--- src/rtl/core/ppe_pkg.sv ---
// ppe_pkg: shared types, constants and the butterfly network function
// for the polar pre-transform encoder; no dependencies
`timescale 1ns / 1ps
`default_nettype none

package ppe_pkg;

    localparam int CODE_LEN = 64;                  // codeword length, 2..64
    localparam int WORD_W   = 64;                  // width of the wide payload fields
    localparam int POS_W    = 6;                   // width of a codeword position
    localparam int INFO_W   = 6;                   // width of an info bit index
    localparam int LANE_W   = $clog2(CODE_LEN);    // index into the lanes
    localparam int STAGES   = $clog2(CODE_LEN);    // butterfly levels, zero-size ones skipped

    typedef enum logic [0:0] {
        CMD_LOAD   = 1'b0,
        CMD_ENCODE = 1'b1
    } cmd_t;

    typedef enum logic [0:0] {
        CFG_FROZEN  = 1'b0,
        CFG_DYNAMIC = 1'b1
    } cfg_idx_t;

    typedef struct packed {
        logic code_bit;   // value of this position before the butterfly
        logic missing;    // dynamic frozen position without a loaded row
    } lane_out_t;

    // polar butterfly, x[j+i] ^= x[j+k+i] for k = N/2, N/4, ..., 1
    function automatic logic [CODE_LEN-1:0] butterfly(input logic [CODE_LEN-1:0] x_in);
        logic [CODE_LEN-1:0] x;
        int                  k;
        x = x_in;
        for (int s = 0; s < STAGES; s++) begin
            k = CODE_LEN >> (s + 1);
            if (k > 0) begin
                for (int j = 0; j < CODE_LEN; j += 2 * k) begin
                    for (int i = 0; i < k; i++) begin
                        if (j + k + i < CODE_LEN) begin
                            x[j + i] = x[j + i] ^ x[j + k + i];
                        end
                    end
                end
            end
        end
        return x;
    endfunction

endpackage

`default_nettype wire

--- src/rtl/core/ppe_idx_walk.sv ---
// ppe_idx_walk: walks the frozen mask once per change and records, for each
// non-frozen position, which info bit it takes; uses ppe_pkg
`timescale 1ns / 1ps
`default_nettype none

module ppe_idx_walk (
    input  wire logic                         aclk,
    input  wire logic                         aresetn,
    input  wire logic                         restart,
    input  wire logic [ppe_pkg::WORD_W-1:0]   frozen_mask,
    output logic                              busy,
    output logic [ppe_pkg::INFO_W-1:0]        info_idx [ppe_pkg::CODE_LEN]
);
    import ppe_pkg::*;

    logic                busy_reg, busy_next;
    logic [LANE_W-1:0]   pos_reg, pos_next;
    logic [INFO_W:0]     cnt_reg, cnt_next;
    logic [INFO_W-1:0]   idx_reg [CODE_LEN];

    always_comb begin
        busy_next = busy_reg;
        pos_next  = pos_reg;
        cnt_next  = cnt_reg;
        if (restart) begin
            busy_next = 1'b1;
            pos_next  = '0;
            cnt_next  = '0;
        end else if (busy_reg) begin
            if (!frozen_mask[pos_reg]) begin
                cnt_next = cnt_reg + 1'b1;
            end
            if (pos_reg == LANE_W'(CODE_LEN - 1)) begin
                busy_next = 1'b0;
            end else begin
                pos_next = pos_reg + 1'b1;
            end
        end
    end

    // reset starts a walk so the index table matches the cleared mask
    always_ff @(posedge aclk) begin
        if (!aresetn) begin
            busy_reg <= 1'b1;
            pos_reg  <= '0;
            cnt_reg  <= '0;
        end else begin
            busy_reg <= busy_next;
            pos_reg  <= pos_next;
            cnt_reg  <= cnt_next;
        end
    end

    always_ff @(posedge aclk) begin
        if (busy_reg && !restart) begin
            idx_reg[pos_reg] <= cnt_reg[INFO_W-1:0];
        end
    end

    assign busy     = busy_reg;
    assign info_idx = idx_reg;

endmodule

`default_nettype wire

--- config.mk ---
export PLATFORM = sky130hd
export DESIGN_NAME = ppe_idx_walk
export DESIGN_NICKNAME = d
export VERILOG_FILES = /design/src/rtl/core/ppe_pkg.sv /design/src/rtl/core/ppe_idx_walk.sv
export SDC_FILE = /design/constraint.sdc
export NUM_CORES = 1
export LEC_CHECK = 0
export BUFFER_PORTS_ARGS = -buffer_cell sky130_fd_sc_hd__buf_2
export CORE_ASPECT_RATIO = 0.5
export CORE_MARGIN = 4
export CORE_UTILIZATION = 43
export DETAILED_ROUTE_END_ITERATION = 8
export GPL_ROUTABILITY_DRIVEN = 0
export PLACE_DENSITY = 0.75
export SYNTH_ARGS = -nofsm -noshare
export SYNTH_HDL_FRONTEND = slang
export SYNTH_SLANG_ARGS = --single-unit
--- constraint.sdc ---
create_clock -name aclk -period 2.36 [get_ports aclk]
set_input_delay 0 -clock aclk [delete_from_list [all_inputs] [get_ports aclk]]
set_output_delay 0 -clock aclk [all_outputs]
set_load 0.1 [all_outputs]
After elaboration in Yosys (flattened, before gate mapping)

Cells that the tools add are included.

Bits in registers: 398
Logic and storage cells: 90
Output and inout port bits: 385
Input port bits: 67

$lt $le $gt $ge: 3
Reductions and logical operators: 6
Equal/unequal tests: 1
Multiplexer cells: 7
Bitwise operators: 4
Add/sub/neg operators: 2

Operator list:

| operator                                                   | number |
|---|---|
| bitwise mux 384 bit                                        | 1 |
| demux 6 bit (select 6 bit)                                 | 1 |
| adder 7 x 1 -> 7 bit, second input constant                | 1 |
| greater-or-equal comparator 7 bit, second input constant   | 1 |
| less-than comparator 6 x 7 -> 1 bit, second input constant | 1 |
| less-than comparator 7 x 1 -> 1 bit, second input constant | 1 |
| NOT 6 -> 7 bit                                             | 1 |
| adder 6 x 1 -> 6 bit, second input constant                | 1 |
| binary-select mux 1 bit (select 6 bit)                     | 1 |
| == test 6 bit, second input constant                       | 1 |
| 2-to-1 mux 6 bit                                           | 1 |
| AND reduction 2 bit                                        | 2 |
| 2-to-1 mux 1 bit                                           | 3 |
| NOT 1 bit                                                  | 3 |
| logical AND 1 bit                                          | 2 |
| OR reduction 2 bit                                         | 1 |
| zero test 1 bit                                            | 1 |

Logic depth before layout (Yosys ltp)

Word-level depth: 6
Mapped depth: 9
Gate-level depth less buffers: 7

Worst setup path before layout

No wires, ideal clock.

Path type: reg-to-reg
Start: reg busy_reg (netlist: busy)
End: reg idx_reg, in the netlist info_idx[100] (enable)
Stages on the path, launching flop included: 5
Path buffers: 1
Data required time: 2010 ps
Period minus slack after synthesis: 2539 ps
Arrival time: 2189 ps
Library setup time: 350 ps
Path slack: -179 ps
Cells stage by stage: dfxtp_1 > nor2b_1 > clkbuf_1 > nand4b_1 > nor2_1

Longest elaborated chain between the ends: 1

RTL lines:

| item                            | RTL line           | text |
|---|---|---|
| from (decl)                     | ppe_idx_walk.sv:16 | `logic busy_reg, busy_next;` |
| from (signal assigned)          | ppe_idx_walk.sv:48 | `busy_reg <= busy_next;` |
| logical AND 1 bit               | ppe_idx_walk.sv:55 | `if (busy_reg && !restart) begin` |
| to (signal, indexed assignment) | ppe_idx_walk.sv:56 | `idx_reg[pos_reg] <= cnt_reg[INFO_W-1:0];` |
| to (decl)                       | ppe_idx_walk.sv:19 | `logic [INFO_W-1:0] idx_reg [CODE_LEN];` |

Every way passes these cells.
A chain may end at the register's enable or synchronous reset.

==> impl_metrics.toml <==
[status]
status = "complete, no violations"

[route]
remaining_antenna_violation_count_after_routing = 0
vias = 8175
drt_pass1_iterations = 6
route.detailed.vias_per_inst = 5.12
drc_violations_left = 0
finalWirelength_um = 38900
routed_wire_length_per_instance_um = 24.3
drt-initial-drc-count = 808

[hold_path]
worstHoldPathType = "in2reg"

[cells_and_area]
layout_common_cells = "buf_2 (451), edfxtp_1 (384), nor2_1 (74), buf_4 (57), clkbuf_16 (38)"
fillers = 2305
flow.area_growth_from_synthesis_pct = 32.9
final_layout_size_suffix_gt1_frac = 0.488
post-route-cell-area_sq_um = 17600
multiInputGateArea_sq_um = 1350
regArea_sq_um = 11800
final_util = 0.580
largest_register_ff_count = 384
layout_commonest_cell = "buf_2"
design.final.nets = 1235

[pwr]
netSwitchingPower_uw = 2700
internal_power_uw = 11000
seq_power_share = 0.560
static-leakage-power_uw = 0.00681
power.share.clock = 0.417
p_per_area_nw_per_um2 = 777
switching_share = 0.197
peakVddDrop_uv = 393
p_comb_frac = 0.023
p_total_uw = 13700

[synth]
synth-edff-count = 384
synth_top_family_by_area = "simple AND/OR/NAND/NOR gates"
post_synth_xor_area_fraction = 0.00198
post_synthesis_mux_area_share = 0.0261
postSynth.topFlopCell = "edfxtp_1"
synth_warnings = 0
share_of_synthesized_area_occupied_by_flip_flops_and_latches = 0.890
synth-async-reset-ratio = 0
synth_top_cells_by_area = "edfxtp_1 (87%), nor2_1 (2.1%), dfxtp_1 (2.0%)"
yosys.area_share.simple = 0.0552
synth_top_area_share = 0.871
ys_seq_elements = 397
synthDominantAreaCellType = "edfxtp_1"
synth_cell_types = 50
netlist_instances = 633
synth_adder_area_share = 0.00189
synthesis.area_sq_um = 13200
synthesis.nets = 702
synth_compound_area_frac = 0.0164
avgSynthCellArea_sq_um = 20.9

[clock_network]
clock_sink_count = 397
clkLatencyLatePin_ns = 0.52
cts_root_buf = "clkbuf_16"
cts.htree.levels = 2
clk_transition_reported_paths_ns = 0.07
cts.path.max_buffers = 3
tritoncts_clock_tree = "built"
cts-buffers-inserted = 36

[critical_path]
critPathArrivalTime_ns = 2.42
setup.worst_path.end_class = "flop"
worstSetupStartpointType = "flop"
required_ns = 2.50
path_max_fanout = 14
worst_r2r_endpoint = "info_idx[236]"
end_of_the_critical_path = "info_idx[236]"
critPathLaunch = "pos_reg[3]"
reg2reg_from = "pos_reg[3]"
regToRegSetupSlack_ns = 0.08
r2r_cells = 4
critical_path_class = "reg2reg"

[floorplanning]
rows = 45
fp.dieH_um = 132
floorplan.core_area_sq_um = 30300
ios = 452
horizontal_die_dimension_um = 256
die_area_sq_um = 33800
initial_core_util = 0.436

[placed_design]
place_ws_ns = 0.0376
post_dp_cell_area_sq_um = 16400
post-dp-hpwl_um = 27100
buffer_ports.inserted = 451

[timing]
tightest_slew_ns = 0.726
number_of_endpoints_with_negative_hold_slack_in_the_final_report = 0
fin_hold_ws_ns = 0.228
share_of_the_clock_period_used_by_the_worst_path_after_layout = 0.966
finalSetupViolations = 0
clock_skew_ns = 0.0186
final.setup.worst_slack_ns = 0.0806
timing_max_transition_violations_final = 0
maxClockFrequency_mhz = 439
final_period_minus_worst_setup_slack_ns = 2.28
max_slew_margin = 0.514

[grt]
grt_overflow_total = 0
antenna_found_initial = 7
global_route_wire_length_before_repair_um = 55500
grt_usage = 0.221
grt_max_degree = 38
first_global_vias = 8255

[job]
max_cap_viol_count = 0
-- worst min-delay path by stage --
stage	from	to	slack [ns]	cells after the start
after detailed placement	restart	busy	0.38	3
after global placement	restart	busy	0.38	3
after floorplan	aresetn	pos_reg[4]	0.25	2
final	frozen_mask[5]	cnt_reg[0]	0.23	7
after global routing	frozen_mask[19]	cnt_reg[1]	0.25	7
after CTS	frozen_mask[19]	cnt_reg[1]	0.18	7
-- power by group through the flow --
stage                     clock [uW]  sequential, uW  combinational (uW)
final                           5700            7660                 318
after global routing            6130            7650                 337
after CTS                       5810            7660                 308
after detailed placement           0            7810                 303
after global placement             0            7810                 297
after floorplan                    0            7890                92.3
-- cells in the mapped netlist (all sizes together) (5+ instances only) --
cell and instances:
nand3 12, edfxtp 384, nand4 5, nand2 19, mux4 7, clkbuf 13, mux2i 15, a21oi 5
buf 6, nor2 74, and3b 5, o21ai 8, nor2b 6, dfxtp 13, nand2b 7
-- per-layer routing --
metal  GRT usage  vias to the layer above  routed length [um]
met3      0.0407                       81                2340
met4      0.0821                        0                1220
met5           0                        -                   0
met2       0.405                      357               21400
li1            -                     3532                   -
met1       0.261                     4205               13900
-- critical path: stages (launching register included) --
cell      delay, ns
dfxtp_1        0.62
buf_4          0.22
nand3b_1       0.26
buf_4          0.27
nor2_1         0.53
-- kinds of logic (layout without fill, tap and decap cells) --
kind of cell / Yosys count / count (layout)
other: 0 / 7
XOR/XNOR: 3 / 3
adder cells (fa/ha/maj): 2 / 2
flip-flops: 397 / 397
buffers and inverters: 23 / 582
AO/OA/AOI/OAI: 32 / 32
multiplexers: 25 / 25
AND/OR/NAND/NOR: 151 / 151
-- timing repair --
| action | 4_1_cts | 5_1_grt |
|---|---|---|
| hold endpoints to repair | 13 | 0 |
| buffers inserted | 0 | 2 |
| gates resized for setup | 0 | 2 |
| setup endpoints to repair | 0 | 12 |
| hold buffers | 3 | 0 |
-- through the flow --
stage,setup TNS (ns),cells
after floorplan,0,633
after global placement,0,1521
after detailed placement,0,1521
after CTS,0,1588
after global routing,-0.00482,1598
final,0,1598
-- layout make-up --
| cell class | count | share of cell area |
|---|---|---|
| flip-flops and latches | 397 | 0.671 |
| clock buffers | 45 | 0.0543 |
| repair buffers | 514 | 0.158 |
| diodes | 7 | 0.000996 |
| multi-input cells | 213 | 0.0764 |
| inverters | 4 | 0.000853 |
| well taps | 399 | 0.0284 |
| clock inverters | 19 | 0.0100 |
(Power assumes the default switching activity.)
