--- src/rtl/core/ppe_pkg.sv ---
// ppe_pkg: shared types, constants and the butterfly network function
// for the polar pre-transform encoder; no dependencies
`timescale 1ns / 1ps
`default_nettype none

package ppe_pkg;

    localparam int CODE_LEN = 64;                  // codeword length, 2..64
    localparam int WORD_W   = 64;                  // width of the wide payload fields
    localparam int POS_W    = 6;                   // width of a codeword position
    localparam int INFO_W   = 6;                   // width of an info bit index
    localparam int LANE_W   = $clog2(CODE_LEN);    // index into the lanes
    localparam int STAGES   = $clog2(CODE_LEN);    // butterfly levels, zero-size ones skipped

    typedef enum logic [0:0] {
        CMD_LOAD   = 1'b0,
        CMD_ENCODE = 1'b1
    } cmd_t;

    typedef enum logic [0:0] {
        CFG_FROZEN  = 1'b0,
        CFG_DYNAMIC = 1'b1
    } cfg_idx_t;

    typedef struct packed {
        logic code_bit;   // value of this position before the butterfly
        logic missing;    // dynamic frozen position without a loaded row
    } lane_out_t;

    // polar butterfly, x[j+i] ^= x[j+k+i] for k = N/2, N/4, ..., 1
    function automatic logic [CODE_LEN-1:0] butterfly(input logic [CODE_LEN-1:0] x_in);
        logic [CODE_LEN-1:0] x;
        int                  k;
        x = x_in;
        for (int s = 0; s < STAGES; s++) begin
            k = CODE_LEN >> (s + 1);
            if (k > 0) begin
                for (int j = 0; j < CODE_LEN; j += 2 * k) begin
                    for (int i = 0; i < k; i++) begin
                        if (j + k + i < CODE_LEN) begin
                            x[j + i] = x[j + i] ^ x[j + k + i];
                        end
                    end
                end
            end
        end
        return x;
    endfunction

endpackage

`default_nettype wire

--- src/rtl/core/ppe_merge.sv ---
// ppe_merge: gathers the lane results into a frame register, runs the
// butterfly and holds the result beat; uses ppe_pkg
`timescale 1ns / 1ps
`default_nettype none

module ppe_merge (
    input  wire logic                         aclk,
    input  wire logic                         aresetn,
    input  wire logic                         in_valid,
    output logic                              in_ready,
    input  wire ppe_pkg::lane_out_t           lane_out [ppe_pkg::CODE_LEN],
    output logic                              out_valid,
    input  wire logic                         out_ready,
    output logic [ppe_pkg::WORD_W-1:0]        codeword,
    output logic                              missing_row_error
);
    import ppe_pkg::*;

    logic                v1_reg, v1_next;
    logic                ov_reg, ov_next;
    logic                advance;
    logic                take;
    logic [CODE_LEN-1:0] x_in;
    logic                miss_in;
    logic [CODE_LEN-1:0] x_reg;
    logic                miss_reg;
    logic [WORD_W-1:0]   cw_reg;
    logic                err_reg;

    always_comb begin
        x_in    = '0;
        miss_in = 1'b0;
        for (int i = 0; i < CODE_LEN; i++) begin
            x_in[i] = lane_out[i].code_bit;
            miss_in = miss_in | lane_out[i].missing;
        end
    end

    assign advance  = v1_reg && (!ov_reg || out_ready);
    assign in_ready = !v1_reg || advance;
    assign take     = in_valid && in_ready;

    always_comb begin
        v1_next = v1_reg;
        if (take) begin
            v1_next = 1'b1;
        end else if (advance) begin
            v1_next = 1'b0;
        end
        ov_next = ov_reg;
        if (advance) begin
            ov_next = 1'b1;
        end else if (out_ready) begin
            ov_next = 1'b0;
        end
    end

    always_ff @(posedge aclk) begin
        if (!aresetn) begin
            v1_reg <= 1'b0;
            ov_reg <= 1'b0;
        end else begin
            v1_reg <= v1_next;
            ov_reg <= ov_next;
        end
    end

    always_ff @(posedge aclk) begin
        if (take) begin
            x_reg    <= x_in;
            miss_reg <= miss_in;
        end
        if (advance) begin
            // a missing row zeroes the whole codeword
            cw_reg  <= miss_reg ? '0 : WORD_W'(butterfly(x_reg));
            err_reg <= miss_reg;
        end
    end

    assign out_valid         = ov_reg;
    assign codeword          = cw_reg;
    assign missing_row_error = err_reg;

endmodule

`default_nettype wire

--- config.mk ---
export PLATFORM = sky130hd
export DESIGN_NAME = ppe_merge
export DESIGN_NICKNAME = d
export VERILOG_FILES = /design/src/rtl/core/ppe_pkg.sv /design/src/rtl/core/ppe_merge.sv
export SDC_FILE = /design/constraint.sdc
export NUM_CORES = 1
export LEC_CHECK = 0
export BUFFER_PORTS_ARGS = -buffer_cell sky130_fd_sc_hd__buf_2
export CAP_MARGIN = 15
export CORE_ASPECT_RATIO = 1.5
export CORE_MARGIN = 2
export CORE_UTILIZATION = 35
export CTS_CLUSTER_DIAMETER = 100
export DETAILED_ROUTE_END_ITERATION = 8
export GPL_TIMING_DRIVEN = 1
export HOLD_SLACK_MARGIN = 0.03
export SYNTH_ARGS = -nofsm -noshare
export SYNTH_HDL_FRONTEND = slang
export SYNTH_SLANG_ARGS = --single-unit
--- constraint.sdc ---
create_clock -name aclk -period 7.7 [get_ports aclk]
set_input_delay 0.77 -clock aclk [delete_from_list [all_inputs] [get_ports aclk]]
set_output_delay 0.77 -clock aclk [all_outputs]
set_load 0.01 [all_outputs]
After elaboration in Yosys (flattened, before gate mapping):

Cells that the tools add are included.

* flip-flop bits (word level): 132
* input bits: 132
* output and inout bits: 67
* word-level logic and storage cells: 304

* multiplexer cells: 35
* bitwise gates (word level): 255
* reductions and logical operators: 8

Operator list (number)
* $xor A1 B1 Y1: 192
* $or A1 B1 Y1: 63
* $mux W16: 2
* $mux W2: 16
* $mux W32: 1
* $mux W4: 8
* $mux W8: 4
* $mux W1: 4
* $reduce_bool A2 Y1: 2
* $logic_and A1 B1 Y1: 2
* $logic_not A1 Y1: 2
* $logic_or A1 B1 Y1: 2

Longest topological paths before layout:

* depth after elaboration: 63
* mapped depth: 7
* mapped depth without buffers: 6

Worst setup path after synthesis:

Ideal clock, no wire load.

* path type: in2reg
* start point: input port out_ready
* end point: register cw_reg[0] (netlist: codeword[0]) (enable)
* setup time: 0.496 ns
* arrival time: 3.740 ns
* required time: 7.204 ns
* path slack: 3.464 ns
* stages: 2
* path buffers: 0
* path through: nor2b_1 > nor2b_1

* longest elaborated chain between the ends: 2

RTL lines
* start: declaration: RTL line ppe_merge.sv:13 `input wire logic out_ready,`
* $logic_or A1 B1 Y1: RTL line ppe_merge.sv:39 `assign advance = v1_reg && (!ov_reg || out_ready);`
* $logic_and A1 B1 Y1: RTL line ppe_merge.sv:39
* net advance: RTL line ppe_merge.sv:21 `logic advance;`
* end signal: assignment: RTL line ppe_merge.sv:75 `cw_reg <= miss_reg ? '0 : WORD_W'(butterfly(x_reg));`
* end: declaration: RTL line ppe_merge.sv:27 `logic [WORD_W-1:0] cw_reg;`

The timed path passes the listed nets, and every way through them passes these cells.
A chain may end at the register's enable or synchronous reset.

Final worst setup path:

* start point: register x_reg[63]
* end point: register cw_reg[0] (netlist: codeword[0]) (data pin)

* longest elaborated chain between the ends: 11

RTL lines
* start: declaration: RTL line ppe_merge.sv:25 `logic [CODE_LEN-1:0] x_reg;`
* start signal: assignment: RTL line ppe_merge.sv:70 `x_reg <= x_in;`
* $xor A1 B1 Y1: RTL line ppe_pkg.sv:41 `x[j + i] = x[j + i] ^ x[j + k + i];`
* $mux W32: RTL line ppe_merge.sv:73 `if (advance) begin`
* $xor A1 B1 Y1: RTL line ppe_pkg.sv:41
* $mux W16: RTL line ppe_merge.sv:73
* $xor A1 B1 Y1: RTL line ppe_pkg.sv:41
* $mux W8: RTL line ppe_merge.sv:73
* $xor A1 B1 Y1: RTL line ppe_pkg.sv:41
* $mux W4: RTL line ppe_merge.sv:73
* $xor A1 B1 Y1: RTL line ppe_pkg.sv:41
* $mux W2: RTL line ppe_merge.sv:73
* $xor A1 B1 Y1: RTL line ppe_pkg.sv:41

Every way passes these cells. The select of a mux whose other input is x is not followed.

==> flow_summary_export.csv <==
group,metric,value,unit
hold_path,min_path_type,"in -> reg",
floorplan,die_h,168,um
route,wl_per_cell,17.9,um
worst_setup_path,rr_worst_depth,6,
route,dr_total_vias,3790,
outcome,status,"finished clean",
finish,synthToLayoutAreaGrowth,28.7,%
timing,rsz0062_at_grt,"no",
worst_setup_path,cp-endpoint,"codeword[0]$_SDFFCE_PP0P_",
route,drt_wl_total,15400,um
route,routed_via_density,4.38,
finish,finalNetCount,767,
clock_network,cts_sinks,132,
finish,stdcell_area,0.00808,mm2
logic_synthesis,netlist.area_leader.share,62.2,%
timing,fin_crit,2.83,ns
clock_network,clock_path_buffers,2,
logic_synthesis,synth.area.top_cells,"edfxtp_1 (62%), xnor2_1 (18%), xor2_1 (6.6%)",
logic_synthesis,yosys.area_share.adder,0,%
route,drtIter0Drc,237,
logic_synthesis,synthCells,428,
clock_network,htree_levels,4,
route,first_pass_iters,4,
floorplan,coreArea,0.0178,mm2
logic_synthesis,synthesis.area,0.00628,mm2
placement,dp.cells,833,
finish,final_cells,865,
logic_synthesis,synth-xor-area-share,28.7,%
worst_setup_path,r2r_slack,4.87,ns
timing,worst_slew_pin_slew,0.831,ns
worst_setup_path,cp-startpoint,"x_reg[63]$_DFFE_PP_",
logic_synthesis,yosysTopAreaCell,"edfxtp_1",
global_route,grt_pass1_wl,23300,um
timing,drv_slew,0,
worst_setup_path,slowest_delay,0.58,ns
clock_network,clk_root_buffer_cell,"clkbuf_16",
job,cap_viol_max_count,0,
clock_network,ctsResizeCount,0,
global_route,grt_max_degree,66,
timing,relSlewSlack,44.6,%
logic_synthesis,synth_nets,560,
worst_setup_path,rr_endpoint,"codeword[0]$_SDFFCE_PP0P_",
power,finalPower,2.23,mW
clock_network,clk_pin_slew,0.06,ns
timing,fin_crit_sh,36.8,%
floorplan,die-area,0.0190,mm2
clock_network,cts_tree,"done",
power,swShare,27.1,%
placement,io_buffers,198,
power,power_frac_comb,26.4,%
worst_setup_path,required,7.84,ns
logic_synthesis,synth-compound-area-share,0.279,%
clock_network,cts_setup_buffers,0,
worst_setup_path,criticalPathCategory,"reg -> reg",
timing,setup_viol,0,
timing,fmax,353,MHz
route,drc,0,
timing,hold_viol_final,0,
finish,drive_gt1_share,36.9,%
global_route,antenna_found_initial,0,
global_route,grt_remaining_overflow,0,
worst_setup_path,cp_max_fo,8,
logic_synthesis,synth_top_family_by_area,"XOR/XNOR gates",
floorplan,die_w,113,um
timing,clock_skew,0.00985,ns
finish,fillers,1615,
worst_setup_path,cp-start-kind,"flop",
logic_synthesis,synthMuxAreaShare,0,%
logic_synthesis,ys_seq_area_share,62.8,%
clock_network,cts_hold_buf,0,
floorplan,row_count,60,
placement,dp_hpwl,12600,um
clock_network,numCtsBuffers,17,
logic_synthesis,synth-simple-area-share,7.29,%
global_route,grt.total_usage,16.6,%
route,ant_nets,0,
placement,gp_routability_congestion,0.842,
logic_synthesis,synth_area_per_cell,14.7,um2
placement,postPlaceCellArea,0.00751,mm2
power,internal-power,1.63,mW
power,p_switching,607,uW
worst_setup_path,crit_chain,"xnor2_2 > xnor3_2 > xnor3_2 > xor3_1 > xor3_1 > nor2_1",
logic_synthesis,synth_warnings,0,
clock_network,clk_latency,0.41,ns
power,power_density,277,mW/mm2
worst_setup_path,slowest_stage,"edfxtp_1",
worst_setup_path,crit_path_end_kind,"flop",
floorplan,pin_count,199,
finish,final_core_util,45.4,%
worst_setup_path,r2r_start,"x_reg[63]$_DFFE_PP_",
power,pwr-share-clk,34.7,%
global_route,grt_pass1_vias,4002,
floorplan,start_util,35.3,%
worst_setup_path,critPathArrivalTime,2.97,ns
power,sequentialPowerShare,38.9,%
timing,fin_tns_setup,0,ns
logic_synthesis,synth_cell_type_count,21,
power,p_leak,3.10,nW
power,ir_drop,0.139,mV
logic_synthesis,synth_seq_cells,132,
-- cell usage after synthesis (all sizes together) --
cell	count
or2	1
dfxtp	2
buf	4
edfxtp	130
xnor3	6
xor2	47
and2	1
xor3	2
or4	1
xnor2	134
nor4	16
nor2b	23
nand2	2
a21oi	2
clkbuf	9
o21a	1
nand4	4
nor2	43
-- worst max-delay path, delay by kind of cell (launching register included) --
family	cells	cell delay [ns]
XOR/XNOR	5	1.95
flip-flops	1	0.58
AND/OR/NAND/NOR	1	0.04
-- worst min-delay path by stage --
stage,startpoint,end,slack (ns),depth (start not counted)
after floorplan,miss_reg$_DFFE_PP_,missing_row_error$_DFFE_PP_,0.42,0
after global placement,v1_reg$_SDFFE_PN0P_,out_valid$_SDFFE_PN0P_,0.50,1
after detailed placement,v1_reg$_SDFFE_PN0P_,out_valid$_SDFFE_PN0P_,0.52,1
after CTS,lane_out[113],x_reg[7]$_DFFE_PP_,0.51,1
after global routing,lane_out[113],x_reg[7]$_DFFE_PP_,0.51,1
final,lane_out[113],x_reg[7]$_DFFE_PP_,0.53,1
-- metal layers --
| metal | track usage (%) | wire length [um] | share of wire [%] |
|---|---|---|---|
| met1 | 20.1 | 6310 | 41 |
| met4 | 5.62 | 267 | 1.7 |
| met5 | 0 | 0 | 0 |
| met2 | 29.1 | 8250 | 53 |
| met3 | 3.67 | 618 | 4.0 |
-- cells by family after synthesis --
logic type      count (synthesis)
flops                         132
compound gates                  3
simple gates                   91
xor+xnor                      189
buf+inv                        13
-- power by group through the flow --
stage          logic (mW)  clock network (mW)  registers [mW]
2_1_floorplan       0.447                   0           0.886
3_3_place_gp        0.591                   0           0.883
3_5_place_dp        0.596                   0           0.885
4_1_cts             0.597               0.796           0.870
5_1_grt             0.645               0.825           0.873
6_report            0.591               0.775           0.868
-- cells in the final DEF, fill, tap and decap left out, drive strengths merged, types with 4 or more instances in the layout --
master	netlist	layout
buf	4	201
xnor2	134	134
edfxtp	130	130
xor2	47	47
nor2	43	43
nor2b	23	23
clkbuf	9	17
nor4	16	16
clkinv	0	9
xnor3	6	6
nand4	4	4
-- per-stage QoR --
step                hold slack [ns]  setup WS [ns]
finish                        0.531           4.87
detailed placement            0.524           4.86
global route                  0.508           4.76
CTS                           0.513           4.86
floorplan                     0.424           3.46
global placement              0.497           4.93
-- cell type report --
class	count	area (um2)	share of cell area (%)
Clock buffer	17	425	5.26
Tap cell	217	272	3.36
Clock inverter	14	139	1.72
Antenna cell	1	2.50	0.0310
Multi-Input combinational cell	283	2280	28.3
Sequential cell	132	3940	48.8
Timing Repair Buffer	201	1010	12.5
(Power assumes the default switching activity.)
