**src/rtl/core/ppe_pkg.sv**
```systemverilog
// ppe_pkg: shared types, constants and the butterfly network function
// for the polar pre-transform encoder; no dependencies
`timescale 1ns / 1ps
`default_nettype none

package ppe_pkg;

    localparam int CODE_LEN = 64;                  // codeword length, 2..64
    localparam int WORD_W   = 64;                  // width of the wide payload fields
    localparam int POS_W    = 6;                   // width of a codeword position
    localparam int INFO_W   = 6;                   // width of an info bit index
    localparam int LANE_W   = $clog2(CODE_LEN);    // index into the lanes
    localparam int STAGES   = $clog2(CODE_LEN);    // butterfly levels, zero-size ones skipped

    typedef enum logic [0:0] {
        CMD_LOAD   = 1'b0,
        CMD_ENCODE = 1'b1
    } cmd_t;

    typedef enum logic [0:0] {
        CFG_FROZEN  = 1'b0,
        CFG_DYNAMIC = 1'b1
    } cfg_idx_t;

    typedef struct packed {
        logic code_bit;   // value of this position before the butterfly
        logic missing;    // dynamic frozen position without a loaded row
    } lane_out_t;

    // polar butterfly, x[j+i] ^= x[j+k+i] for k = N/2, N/4, ..., 1
    function automatic logic [CODE_LEN-1:0] butterfly(input logic [CODE_LEN-1:0] x_in);
        logic [CODE_LEN-1:0] x;
        int                  k;
        x = x_in;
        for (int s = 0; s < STAGES; s++) begin
            k = CODE_LEN >> (s + 1);
            if (k > 0) begin
                for (int j = 0; j < CODE_LEN; j += 2 * k) begin
                    for (int i = 0; i < k; i++) begin
                        if (j + k + i < CODE_LEN) begin
                            x[j + i] = x[j + i] ^ x[j + k + i];
                        end
                    end
                end
            end
        end
        return x;
    endfunction

endpackage

`default_nettype wire

```
**src/rtl/core/ppe_lane.sv**
```systemverilog
// ppe_lane: one codeword position; holds its pre-transform row and valid mark
// and forms the position's bit for an encode beat; uses ppe_pkg
`timescale 1ns / 1ps
`default_nettype none

module ppe_lane (
    input  wire logic                       aclk,
    input  wire logic                       aresetn,
    input  wire logic                       row_we,
    input  wire logic [ppe_pkg::WORD_W-1:0] row_select,
    input  wire logic [ppe_pkg::WORD_W-1:0] info_bits,
    input  wire logic [ppe_pkg::INFO_W-1:0] info_idx,
    input  wire logic                       frozen_bit,
    input  wire logic                       dynamic_bit,
    output ppe_pkg::lane_out_t              lane_out
);
    import ppe_pkg::*;

    logic [WORD_W-1:0] row_reg;
    logic              loaded_reg;
    logic              loaded_next;

    assign loaded_next = row_we ? 1'b1 : loaded_reg;

    always_ff @(posedge aclk) begin
        if (!aresetn) begin
            loaded_reg <= 1'b0;
        end else begin
            loaded_reg <= loaded_next;
        end
    end

    always_ff @(posedge aclk) begin
        if (row_we) begin
            row_reg <= row_select;
        end
    end

    always_comb begin
        lane_out = '0;
        if (frozen_bit) begin
            if (dynamic_bit) begin
                if (loaded_reg) begin
                    lane_out.code_bit = ^(info_bits & row_reg);
                end else begin
                    lane_out.missing = 1'b1;
                end
            end
        end else begin
            lane_out.code_bit = info_bits[info_idx];
        end
    end

endmodule

`default_nettype wire

```
**config.mk**
```make
export PLATFORM = sky130hd
export DESIGN_NAME = ppe_lane
export DESIGN_NICKNAME = d
export VERILOG_FILES = /design/src/rtl/core/ppe_pkg.sv /design/src/rtl/core/ppe_lane.sv
export SDC_FILE = /design/constraint.sdc
export NUM_CORES = 1
export LEC_CHECK = 0
export BUFFER_PORTS_ARGS = -buffer_cell sky130_fd_sc_hd__buf_2
export CORE_ASPECT_RATIO = 1.5
export CORE_UTILIZATION = 33
export CTS_CLUSTER_SIZE = 12
export DETAILED_ROUTE_END_ITERATION = 7
export GPL_TIMING_DRIVEN = 0
export SLEW_MARGIN = 20
export SYNTH_ARGS = -nofsm -noshare
export SYNTH_HDL_FRONTEND = slang
export SYNTH_SLANG_ARGS = --single-unit
export TNS_END_PERCENT = 100
```
**constraint.sdc**
```tcl
create_clock -name aclk -period 2.25 [get_ports aclk]
set_input_delay 0.1125 -clock aclk [delete_from_list [all_inputs] [get_ports aclk]]
set_output_delay 0.1125 -clock aclk [all_outputs]
set_load 0.005 [all_outputs]
```
# ---- Word level (Yosys, flattened, before mapping)
# Cells that the tools add are included.
dict set report totals {
  regBits 65
  word_cells 12
}
dict set report op_classes {
  order_cmp 1
  muxes 7
  bitwise_logic 1
  n_reduce_logical 1
}
# op n
set op_table {}
lappend op_table {{$and 64x64->64} 1}
lappend op_table {{$reduce_xor 64->1} 1}
lappend op_table {{$lt 6x7->1 const B} 1}
lappend op_table {{$bmux 1 s6} 1}
lappend op_table {{$mux 1} 5}
lappend op_table {{$mux 2} 1}

# ---- Longest topological paths before layout
# Gate-level depths: netlist of the first run.
dict set report logic_depth {
  depth_word 5
  ltp_mapped 9
  mapped_depth_nobuf 8
}

# ---- Least setup slack after synthesis of the first run
# Ideal clock, no wire load.
dict set report synth_path {
  kind {flip-flop to output port}
  start {reg row_reg[18]}
  end {out lane_out[1] in the netlist's numbering}
  t_arrival_ns 1.400
  slack_ns 0.737
  path_stages_with_launch 9
  n_path_buf 0
  path_cell_list {edfxtp_1 nand2_1 xor2_1 xnor2_1 xnor2_1 xnor2_1 xnor2_1 xnor2_1 o32ai_1}
}
# element line_no
set synth_rtl {}
lappend synth_rtl {{start, declared} ppe_lane.sv:19} ;# logic [WORD_W-1:0] row_reg;
lappend synth_rtl {{start signal, assigned} ppe_lane.sv:35} ;# row_reg <= row_select;
lappend synth_rtl {{end, declared} ppe_lane.sv:15} ;# output ppe_pkg::lane_out_t lane_out

==> flow_summary.ini, run 1 <==
[sta]
fmax_mhz = 461
setup_violations = 0
finalSetupTns_ns = 0
post-route-period-util_pct = 96.4
final-hold-violation-count = 0
rsz0062_at_grt = true
report.final.slew_viol_count = 0
fin_worst_skew_ns = 0
min_period_ns = 2.17
maxSlewHeadroom_pct = 43.7
worst_pin_slew_ns = 0.844

[global_route]
antenna_found_initial = 0
grt_max_degree = 66
grt_overflow = 0
grt_use_total_pct = 19.2
grt_pass1_vias = 2929
grt_pass1_wl_um = 14700

[flow_run]
maxCapViolCount = 0

[synthesis]
synthesis.area_um2 = 3350
yosysWarnings = 0
syn_nets = 377
synth-seq-area-share_pct = 58.0
synthFlopType = edfxtp_1
synth_cells = 238
async_flop_share_pct = 0
synth.distinct_cells = 23
ys_seq_elements = 65
synth_edf_count = 64
synth_area_per_cell_um2 = 14.1

[setup_path]
slowest_delay_ns = 0.39
cp_cell_sequence = nand2_2, xor2_2, xnor2_1, xnor2_1, xnor2_1, xnor2_1, xnor2_1, o32ai_1, buf_2
rr_endpoint = loaded_reg$_SDFFE_PN0P_
cp_max_fo = 1
start_kind = flop
worstSetupEndpointType = primary output
critical_path_class = flop to primary output
worst-r2r-setup-slack_ns = 1.65
r2r-start = loaded_reg$_SDFFE_PN0P_
rr_worst_depth = 1
crit_start = row_reg[20]$_DFFE_PP_
cp_data_arrival_time_ns = 2.06
crit_top_cell = xnor2_1
cp_slowest_cell = edfxtp_1
crit_required_ns = 2.14
critPathCapture = lane_out[1]

[routing]
routedWlPerCell_um = 17.1
ant_nets = 0
via_per_inst = 4.64
drt_wl_total_um = 9730
drc = 15
first_pass_iters = 6
drtIter0Drc = 136
vias = 2644

[clock_network]
cts_made_buffers = 9
htreeDepth = 3
cts_root_buffer = clkbuf_16
cts_tree = built
clk_pin_slew_ns = 0.05
clockBufferDepth = 2
cts_setup_buffers = 0
insertion_delay_ns = 0.32
clock_sinks = 65

[final_layout]
syn_to_final_growth_pct = 55.5
multiInputGateArea_um2 = 1450
stdcell_count = 570
diodes = 0
layout.nets = 589
final_cell_mix = buf_2, dlygate4sd3_1, edfxtp_1
largest_reg_flops = 64
fillers = 824
layout-drive-gt1-share_pct = 40.0
regArea_um2 = 1940
final_common_cell = buf_2

[power_and_ir_drop]
seqPwrFrac_pct = 39.3
leakage_uw = 0.00215
p_sw_uw = 907
vdd_ir_drop_max_v = 0.000468
switching_share_pct = 24.3
p_int_uw = 2820
p_comb_share_pct = 25.2
clkPwrFrac_pct = 35.5
pwr_density_cell_nw_per_um2 = 715

[floorplanning]
initial_core_util_pct = 34.4
die_h_um = 125
die_area_um2 = 10600
ioPinCount = 141
dieWidth_um = 84.2
rows = 44
core_area_um2 = 9740

[outcome]
failed_checks = design-rule violations
status = finished with violations

[placement]
port-buffer-count = 136
place.gp.congestion = 0.785
place_hpwl_um = 7160
placed_cells = 489

[worst_hold_path]
hp-class = primary input to flop
cell type report:
class,instances,area share (%)
well taps,115,2.76
clock buffers,11,4.47
repair buffers,201,25.6
clock inverters,5,0.889
multi-input cells,167,27.8
flip-flops and latches,65,37.3
plain buffers,6,1.18
synth_stat cells (3+ instances only):
cell type  number  area [um2]
nand2_1        66         248
edfxtp_1       64        1920
xnor2_1        47         412
xor2_1         16         140
mux4_2         10         225
mux4_1          6         158
a211oi_1        4        30.0
mux2i_1         4        40.0
a21oi_1         3        15.0
buf_6           3        33.8
nor2b_1         3        18.8
critical path, delay by kind of cell, from the launching register on:
| kind | cells | cell delay [ns] |
|---|---|---|
| flops | 1 | 0.39 |
| xor+xnor | 6 | 1.00 |
| simple gates | 1 | 0.10 |
| compound gates | 1 | 0.10 |
| buf+inv | 1 | 0.13 |
power groups by stage:
stage / Combinational (uW) / Clock, uW / Sequential, uW
floorplan: 562 / 0 / 1480
global placement: 824 / 0 / 1480
detailed placement: 831 / 0 / 1490
CTS: 928 / 1340 / 1460
global route: 1030 / 1410 / 1470
finish: 940 / 1320 / 1460
cell families (layout without fill, tap and decap cells):
kind of cell / after synthesis / count (layout) / synth area share, %
simple gates: 71 / 71 / 8.22
flops: 65 / 65 / 58.0
xor+xnor: 63 / 63 / 16.5
mux: 21 / 21 / 13.0
compound gates: 12 / 12 / 2.50
buf+inv: 6 / 223 / 1.83
per-layer routing:
metal / GRT usage (%) / up-vias / wire length [um]
met3: 2.90 / 21 / 381
met2: 36.7 / 91 / 5470
li1: - / 1281 / -
met1: 19.8 / 1251 / 3540
met4: 10.2 / 0 / 327
met5: 0 / - / 0
worst min-delay path by stage:
stage	startpoint	to	slack (ns)	cells past startpoint
finish	row_we	row_reg[4]$_DFFE_PP_	0.42	1
global route	row_we	row_reg[4]$_DFFE_PP_	0.47	1
CTS	row_we	row_reg[4]$_DFFE_PP_	0.44	1
detailed placement	row_select[34]	row_reg[34]$_DFFE_PP_	0.29	1
global placement	row_select[10]	row_reg[10]$_DFFE_PP_	0.29	1
floorplan	row_select[0]	row_reg[0]$_DFFE_PP_	0.21	0
stage by stage:
| stage | utilization, % | hold WS [ns] | setup slack, ns | power (uW) | cell area (um2) |
|---|---|---|---|---|---|
| after detailed placement | 42.8 | 0.291 | 0.333 | 2320 | 4180 |
| after global placement | 42.8 | 0.290 | 0.346 | 2310 | 4170 |
| after CTS | 52.5 | 0.439 | 0.0168 | 3730 | 5120 |
| after global routing | 53.4 | 0.467 | -0.0506 | 3910 | 5210 |
| after floorplan | - | 0.211 | 0.737 | 2040 | 3350 |
| final | 53.4 | 0.419 | 0.0820 | 3730 | 5210 |
repair_timing:
action                     4_1_cts  5_1_grt
resized for setup                2       15
hold endpoints to repair        65        0
pin swaps                        0       10
setup endpoints to repair        1        1
hold buffers                    65        0
Note: power is estimated with default switching activity, not from simulation.
==> inputs of run 2 (changes only) <==
--- a/config.mk
+++ b/config.mk
@@ -7,6 +7,7 @@
 export LEC_CHECK = 0
 export BUFFER_PORTS_ARGS = -buffer_cell sky130_fd_sc_hd__buf_2
 export CORE_ASPECT_RATIO = 1.5
+export CORE_MARGIN = 3
 export CORE_UTILIZATION = 33
 export CTS_CLUSTER_SIZE = 12
 export DETAILED_ROUTE_END_ITERATION = 7
==> run 2 against run 1 <==
Compared with the run above:
- the run now ends clean
- sequential cell count is the same
- combinational power grew 0.4%
- via count shrank 1.8%
- core utilization is essentially flat
- hold slack lost 0.028 ns
- critical endpoint unchanged
- largest power group unchanged
==> flow_summary.ini, run 2 (synthesized netlist as in run 1, its figures left out) <==
[setup_path]
cp_cell_sequence = nand2_1, xnor2_1, xnor2_1, xnor2_1, xnor2_1, xnor2_1, xnor2_1, o32ai_1, buf_2
crit_required_ns = 2.14
crit_top_cell = xnor2_1
worstSetupEndpointType = primary output
start_kind = flop
cp_slowest_cell = edfxtp_1
crit_buf_inv = 1
worst-r2r-setup-slack_ns = 1.66
slowest_delay_ns = 0.32
cp_data_arrival_time_ns = 2.06
critical_path_class = flop to primary output
critPathTopFamily = XOR/XNOR gates
cp_max_fo = 1

[routing]
routedWlPerCell_um = 17.0
drc = 0
vias = 2596
first_pass_iters = 4
drt_wl_total_um = 9670
ant_nets = 0
via_per_inst = 4.55
drtIter0Drc = 132

[final_layout]
largest_reg_flops = 64
final_cell_mix = buf_2, dlygate4sd3_1, edfxtp_1
fillers = 844
stdcell_count = 570
regArea_um2 = 1940
layout.nets = 589
multiInputGateArea_um2 = 1440
layout-drive-gt1-share_pct = 40.7
fin_area_um2 = 5240
final_common_cell = buf_2
syn_to_final_growth_pct = 56.4
diodes = 0

[global_route]
grt_pass1_wl_um = 14200
antenna_found_initial = 0
grt_max_degree = 66
grt_pass1_vias = 2860
grt_overflow = 0
grt_use_total_pct = 17.3

[floorplanning]
core_area_um2 = 9800
die_h_um = 129
dieWidth_um = 88.2
ioPinCount = 141
die_area_um2 = 11400
initial_core_util_pct = 34.2
rows = 44

[sta]
fin_worst_skew_ns = 0
fmax_mhz = 460
maxSlewHeadroom_pct = 44.1
report.final.slew_viol_count = 0
worst_pin_slew_ns = 0.839
final-hold-violation-count = 0
timing.hold.ws_ns = 0.391
min_period_ns = 2.18
setup_violations = 0
rsz0062_at_grt = true
post-route-period-util_pct = 96.7

[placement]
place_hpwl_um = 7270
port-buffer-count = 136
dpl-instance-area_um2 = 4180
place.gp.congestion = 0.742
placed_cells = 489

[clock_network]
clock_sinks = 65
cts_tree = built
insertion_delay_ns = 0.33
htreeDepth = 3
clk_pin_slew_ns = 0.05
clockBufferDepth = 2
cts_made_buffers = 9
cts_root_buffer = clkbuf_16
cts_setup_buffers = 0

[worst_hold_path]
hp-class = primary input to flop

[outcome]
status = complete, no violations

[power_and_ir_drop]
vdd_ir_drop_max_v = 0.000469
pwr_density_cell_nw_per_um2 = 736
leakage_uw = 0.00215

[flow_run]
maxCapViolCount = 0
==> run 2: what timing repair did <==
action                     CTS  global route
resized for setup            2            15
setup endpoints to repair    1             1
hold buffers                65             0
gates cloned                 0             0
pin swaps                    0            21
hold endpoints to repair    65             0
==> run 2: cell type report <==
type | count | share of cell area (%)
sequential | 65 | 37.1
tap | 115 | 2.75
clock buffer | 10 | 4.37
clock inverter | 6 | 1.58
buffer | 6 | 1.17
multi-input combinational | 167 | 27.6
timing repair buffer | 201 | 25.5
==> run 2: final timing paths <==
check,cells after the start,start,to
setup / recovery,9,row_reg[41]$_DFFE_PP_,lane_out[1]
hold / removal,1,row_we,row_reg[32]$_DFFE_PP_
setup reg to reg,1,loaded_reg$_SDFFE_PN0P_,loaded_reg$_SDFFE_PN0P_
hold reg to reg,1,loaded_reg$_SDFFE_PN0P_,loaded_reg$_SDFFE_PN0P_
==> run 2: routing by layer <==
metal  routed length, um  GRT usage [%]
met5                   0              0
met4                 315           7.92
met3                 454           3.50
met2                5430           31.8
met1                3470           18.7
==> run 2: metrics by stage <==
step	total power [uW]	setup slack [ns]	util, %	setup TNS [ns]
CTS	3870	0.00232	52.6	0
global route	4020	-0.00441	53.4	-0.00441
detailed placement	2320	0.341	42.6	0
global placement	2310	0.361	42.6	0
finish	3850	0.0741	53.4	0
floorplan	2040	0.737	-	0
==> run 2: where the power goes <==
| part | switching, uW | internal [uW] | total [uW] | leakage [uW] |
|---|---|---|---|---|
| Combinational | 410 | 534 | 944 | 0.00137 |
| Clock | 480 | 962 | 1440 | 0.000154 |
| Sequential | 25.8 | 1440 | 1460 | 0.000635 |
